File: src/rtl/core/miq_ram.sv
// ----------------------------------------------------------------------------
// miq_ram
// Generic synchronous RAM: one write port, NRD read ports, registered read.
// ----------------------------------------------------------------------------
`default_nettype none

module miq_ram #(
  parameter int unsigned WIDTH = 8,
  parameter int unsigned DEPTH = 16,
  parameter int unsigned NRD   = 1,
  localparam int unsigned AW   = (DEPTH > 1) ? $clog2(DEPTH) : 1
) (
  input  wire logic             clk_i,
  input  wire logic             we_i,
  input  wire logic [AW-1:0]    waddr_i,
  input  wire logic [WIDTH-1:0] wdata_i,
  input  wire logic [AW-1:0]    raddr_i [NRD],
  output logic      [WIDTH-1:0] rdata_o [NRD]
);

  logic [WIDTH-1:0] mem [DEPTH];

  always_ff @(posedge clk_i) begin
    if (we_i) begin
      mem[waddr_i] <= wdata_i;
    end
    for (int r = 0; r < NRD; r++) begin
      rdata_o[r] <= mem[raddr_i[r]];
    end
  end

endmodule

`default_nettype wire

File: config.mk
export PLATFORM = sky130hd
export DESIGN_NAME = miq_ram
export DESIGN_NICKNAME = d
export VERILOG_FILES = /design/src/rtl/core/miq_ram.sv
export SDC_FILE = /design/constraint.sdc
export NUM_CORES = 1
export LEC_CHECK = 0
export BUFFER_PORTS_ARGS = -buffer_cell sky130_fd_sc_hd__buf_2
export CAP_MARGIN = 15
export CORE_UTILIZATION = 35
export DETAILED_ROUTE_END_ITERATION = 8
export PLACE_DENSITY_LB_ADDON = 0.12
export SETUP_SLACK_MARGIN = 0.3
export SLEW_MARGIN = 20
export SYNTH_ARGS = -nofsm -noshare
export SYNTH_HDL_FRONTEND = slang
export SYNTH_SLANG_ARGS = --single-unit
File: constraint.sdc
create_clock -name clk_i -period 4.5 [get_ports clk_i]
set_input_delay 0.225 -clock clk_i [delete_from_list [all_inputs] [get_ports clk_i]]
set_output_delay 0.225 -clock clk_i [all_outputs]
set_load 0.01 [all_outputs]
=== After elaboration in Yosys (flattened, before gate mapping) ===
Memories as Yosys holds them, arrays and structs flattened. A register that Yosys moved wholly into a read port is not among the register bits.
Index checks and enable logic that the tools add are counted.

* Bits in registers: 0
* Memory bits (writable): 128
* Output and inout port bits: 8
* Word-level logic and storage cells: 3
* Memories kept: 1

* Multiplexer cells: 2

{| class="wikitable"
|+ Memory list
! name !! depth !! bits a word !! read ports !! clocked after Yosys merged registers in !! wr ports !! line !! text
|-
| mem || 16 || 8 || 1 || 1 || 1 || 21 || <nowiki>logic [WIDTH-1:0] mem [DEPTH];</nowiki>
|}

{| class="wikitable"
|+ Operator list
! operator !! count
|-
| 1-bit two-way mux || 2
|}

=== Logic depth before layout (Yosys ltp) ===
* Depth after elaboration: 2
* Gate-level depth with buffers: 5
* Mapped depth without buffers: 3

=== Least setup slack after synthesis ===
OpenSTA, ideal clock, no wires.

* Kind: input -> register
* From: in waddr_i[2]
* To: mem mem[0][0] (enable)
* Setup time: 383 ps
* Arrival: 1,335 ps
* Path slack: 2,782 ps
* Stages: 2
* Cells stage by stage: or3b_2 -> nor3_1

{| class="wikitable"
|+ RTL lines
! what !! line !! text
|-
| from (decl) || 15 || <nowiki>input wire logic [AW-1:0] waddr_i,</nowiki>
|-
| to (decl) || 21 ||
|}

No word-level cell before the write port.

==> out/results.env <==
DRT_DRC_VIOLATIONS_LEFT=0
RSZ_0062_RAISED_AFTER_GLOBAL_ROUTING='false'
CRITICAL_PATH.MAX_FANOUT=22
AVGSYNTHCELLAREA_UM2=22.5
POST_CTS.RESIZED_INSTANCES=0
SYNTH_TOP_CELLS_BY_AREA='sky130_fd_sc_hd__edfxtp_1 (75%), sky130_fd_sc_hd__mux4_2 (7.9%), sky130_fd_sc_hd__mux4_1 (7.1%)'
VIA_COUNT_OF_THE_FIRST_GLOBAL_ROUTING_PASS=2428
SETUP.WORST_PATH.END_CLASS='flip-flop'
FIN_CRIT_SH=0.387
LAYOUT.FILLER_CELLS=1240
ROUTE.MET2.WL_MM=4.89
NETSWITCHINGPOWER_mW=0.559
CTS-BUFFERS-INSERTED=17
CRIT_PATH_TOP_DELAY_CELL='sky130_fd_sc_hd__mux4_1'
DRT_ITER0_MARKERS=186
SEQUENTIAL_TO_TOTAL_AREA_SHARE_FROM_YOSYS_STAT=0.778
GRT_START_MAX_NET_PINS=33
FMAX_MHz=574
CLKSLEWWORSTSETUPHOLDPATHS_NS=0.06
LAYOUT_MIN_CYCLE_TIME_NS=1.74
SHARE_CLK_OF_TOTAL_POWER=0.443
CLK_PATH_BUF_DEPTH=2
VIAS_PER_CELL=5.08
DP_CELLS=429
CORE_AREA_UM2=14100
POST_ROUTE_WL_MM=10.1
POWER-PER-CELL-AREA_nW_PER_UM2=466
TNS_NS=0
TOPROUTINGLAYERUSED='met4'
POST-CTS-SETUP-BUFFERS=0
ROOT_BUFFER='sky130_fd_sc_hd__clkbuf_16'
POWER_FRAC_COMB=0.046
SYNTH.NET_COUNT=247
GLOBAL_ROUTE_WIRE_LENGTH_BEFORE_REPAIR_MM=15.4
MEASURED_SLEW_AT_THE_WORST_SLEW_CHECK_PIN_NS=0.995
GRT_OVERFLOW=0
MAXCAPVIOLCOUNT=0
WIRE_PER_INST_UM=21.9
PATH_DELAY_FAMILY='buffers and inverters'
POWER.INTERNAL_mW=2.22
FINAL_UTIL=0.424
DIE-HEIGHT_UM=123
TOTALPOWERFINAL_mW=2.78
CLOCK_LATENCY_NS=0.42
SYNTHCELLS=229
ARRIVAL_NS=2.04
PLACEMENTROWS=43
SLEW_VIOLATIONS=0
CTS.HOLD.BUFFERS_ADDED=0
STARTPOINT_TYPE='input port'
DETAILEDPLACE.WORSTSLACK_NS=2.27
POWER.SHARE.SWITCHING=0.201
ANTENNA-DIODE-COUNT=0
SYNTH.TOP_CELL.AREA_SHARE=0.747
CRITICALPATHCATEGORY='in2reg'
POSTSYNTHREGISTERBITS=136
YOSYS_WARNINGS=0
PATH_BUF_INV=2
MULTI_INPUT_COMB_AREA_UM2=1060
PORT-BUFFER-COUNT=25
PEAK_VDD_IR_mV=0.267
NUMBER_OF_STANDARD_CELLS_IN_THE_LAYOUT_TAPS_IN_AND_FILLERS_OUT=461
DRT_PRE_ANTENNA_ITERS=4
LEAKAGE_POWER_nW=1.98
ANTENNA_FOUND_INITIAL=0
DRT.ANTENNA.VIOLATING_NETS=0
SEQUENTIALPOWERSHARE=0.512
FINCLKSKEW_NS=0.00768
WORST_MIN_DELAY_PATH_CATEGORY='in2reg'
WL_MET1_MM=4.57
SYNTHTOLAYOUTAREAGROWTH_PCT=16.1
TOTAL_NETS_FINAL=286
DETAILROUTE.VIA_COUNT=2341
ROUTE.MET3.WL_UM=447
FINALSETUPVIOLCOUNT=0
GRTUSAGETOTAL=0.151
CRIT_PATH_CELL_TRACE='buf_2 > buf_4 > mux4_1 > a22oi_1 > nand2_1'
FLOORPLAN.DIE_AREA_UM2=15200
TIMING.HOLD.WS_NS=0.194
AREA.SEQUENTIAL_UM2=4000
STATUS='finished clean'
SYNTH_TOP_AREA_CELL='sky130_fd_sc_hd__edfxtp_1'
SLEW-LIMIT-HEADROOM=0.334
LAYOUT_SETUP_WS_NS=2.76
LAYOUT-DRIVE-GT1-SHARE=0.260
CTS_TREE='yes'
INITIAL_CORE_UTIL=0.365
FLOORPLAN.IO_PINS=26
FINALINSTANCEAREA_UM2=5970
DP.FINAL_HPWL_MM=6.30
FP.DIEW_UM=123
GP_ROUTABILITY_CONGESTION=0.726
FINALHOLDVIOLCOUNT=0
CPPEAKSTAGEDELAY_NS=0.60
DETAILED_PLACE.AREA_UM2=5450
REQUIRED_NS=4.80
CLOCK_TREE.HTREE_LEVEL_COUNT=4
POST_SYNTH_INSTANCE_AREA_UM2=5150
CTS.SINKS=136
SYNTH.LIB_CELLS_USED.DISTINCT=19
-- registers in the layout, summed over array words and instances, names as in the netlist --
signal / count
mem: 128
rdata_o: 8
-- synth_stat cells, drive strengths merged --
cell	count
nor2b	1
nand2	9
or3b	1
a22oi	16
clkdlybuf4s25	3
buf	7
dfxtp	8
mux4	32
nand3	1
nand2b	2
nor3	4
nor2	13
edfxtp	128
and2	1
and2b	1
nand3b	2
-- layer usage --
metal  GRT usage  up-vias
li1            -     1050
met1       0.201     1204
met3      0.0364       14
met2       0.230       73
met5           0        -
met4      0.0813        0
-- kinds of logic after synthesis --
group | Yosys count | synth area share
and+or+nand+nor | 35 | 0.0318
AOI/OAI and AO/OA | 16 | 0.0233
buffers and inverters | 10 | 0.0168
muxes | 32 | 0.150
DFF | 136 | 0.778
-- worst paths after layout --
path | from | to | slack [ns] | cells after the start
hold reg to reg | mem[15][1] | rdata_o[1] | 0.66 | 3
setup reg to reg | mem[5][3] | rdata_o[3] | 3.10 | 3
setup / recovery | raddr_i[0] | rdata_o[1] | 2.76 | 5
hold / removal | wdata_i[0] | mem[15][0] | 0.19 | 1
-- final cells by class --
class,count,area share
clock buffers,27,0.0842
clock inverters,5,0.00377
multi-input cells,83,0.177
flip-flops and latches,136,0.670
well taps,180,0.0377
repair buffers,30,0.0272
-- power groups by stage --
stage	registers, mW	logic [mW]	clock network, mW
final	1.42	0.127	1.23
after global routing	1.43	0.140	1.31
after floorplan	1.45	0.0719	0
after detailed placement	1.45	0.131	0
after global placement	1.45	0.129	0
after CTS	1.43	0.130	1.26
-- cell usage in the layout (no fill, tap or decap) --
master / count
sky130_fd_sc_hd__mux4_2: 18
sky130_fd_sc_hd__nand2b_1: 2
sky130_fd_sc_hd__buf_2: 25
sky130_fd_sc_hd__nor3_1: 4
sky130_fd_sc_hd__or3b_2: 1
sky130_fd_sc_hd__clkbuf_8: 4
sky130_fd_sc_hd__clkbuf_16: 17
sky130_fd_sc_hd__and2b_1: 1
sky130_fd_sc_hd__clkinv_2: 3
sky130_fd_sc_hd__a22oi_1: 16
sky130_fd_sc_hd__edfxtp_1: 128
sky130_fd_sc_hd__nor2b_1: 1
sky130_fd_sc_hd__nand2_1: 9
sky130_fd_sc_hd__clkbuf_1: 6
sky130_fd_sc_hd__nand3b_1: 2
sky130_fd_sc_hd__and2_1: 1
sky130_fd_sc_hd__nor2_1: 13
sky130_fd_sc_hd__clkinv_1: 2
sky130_fd_sc_hd__buf_4: 5
sky130_fd_sc_hd__nand3_1: 1
sky130_fd_sc_hd__mux4_1: 14
sky130_fd_sc_hd__dfxtp_1: 8
Power figures use the tool's default switching activity.
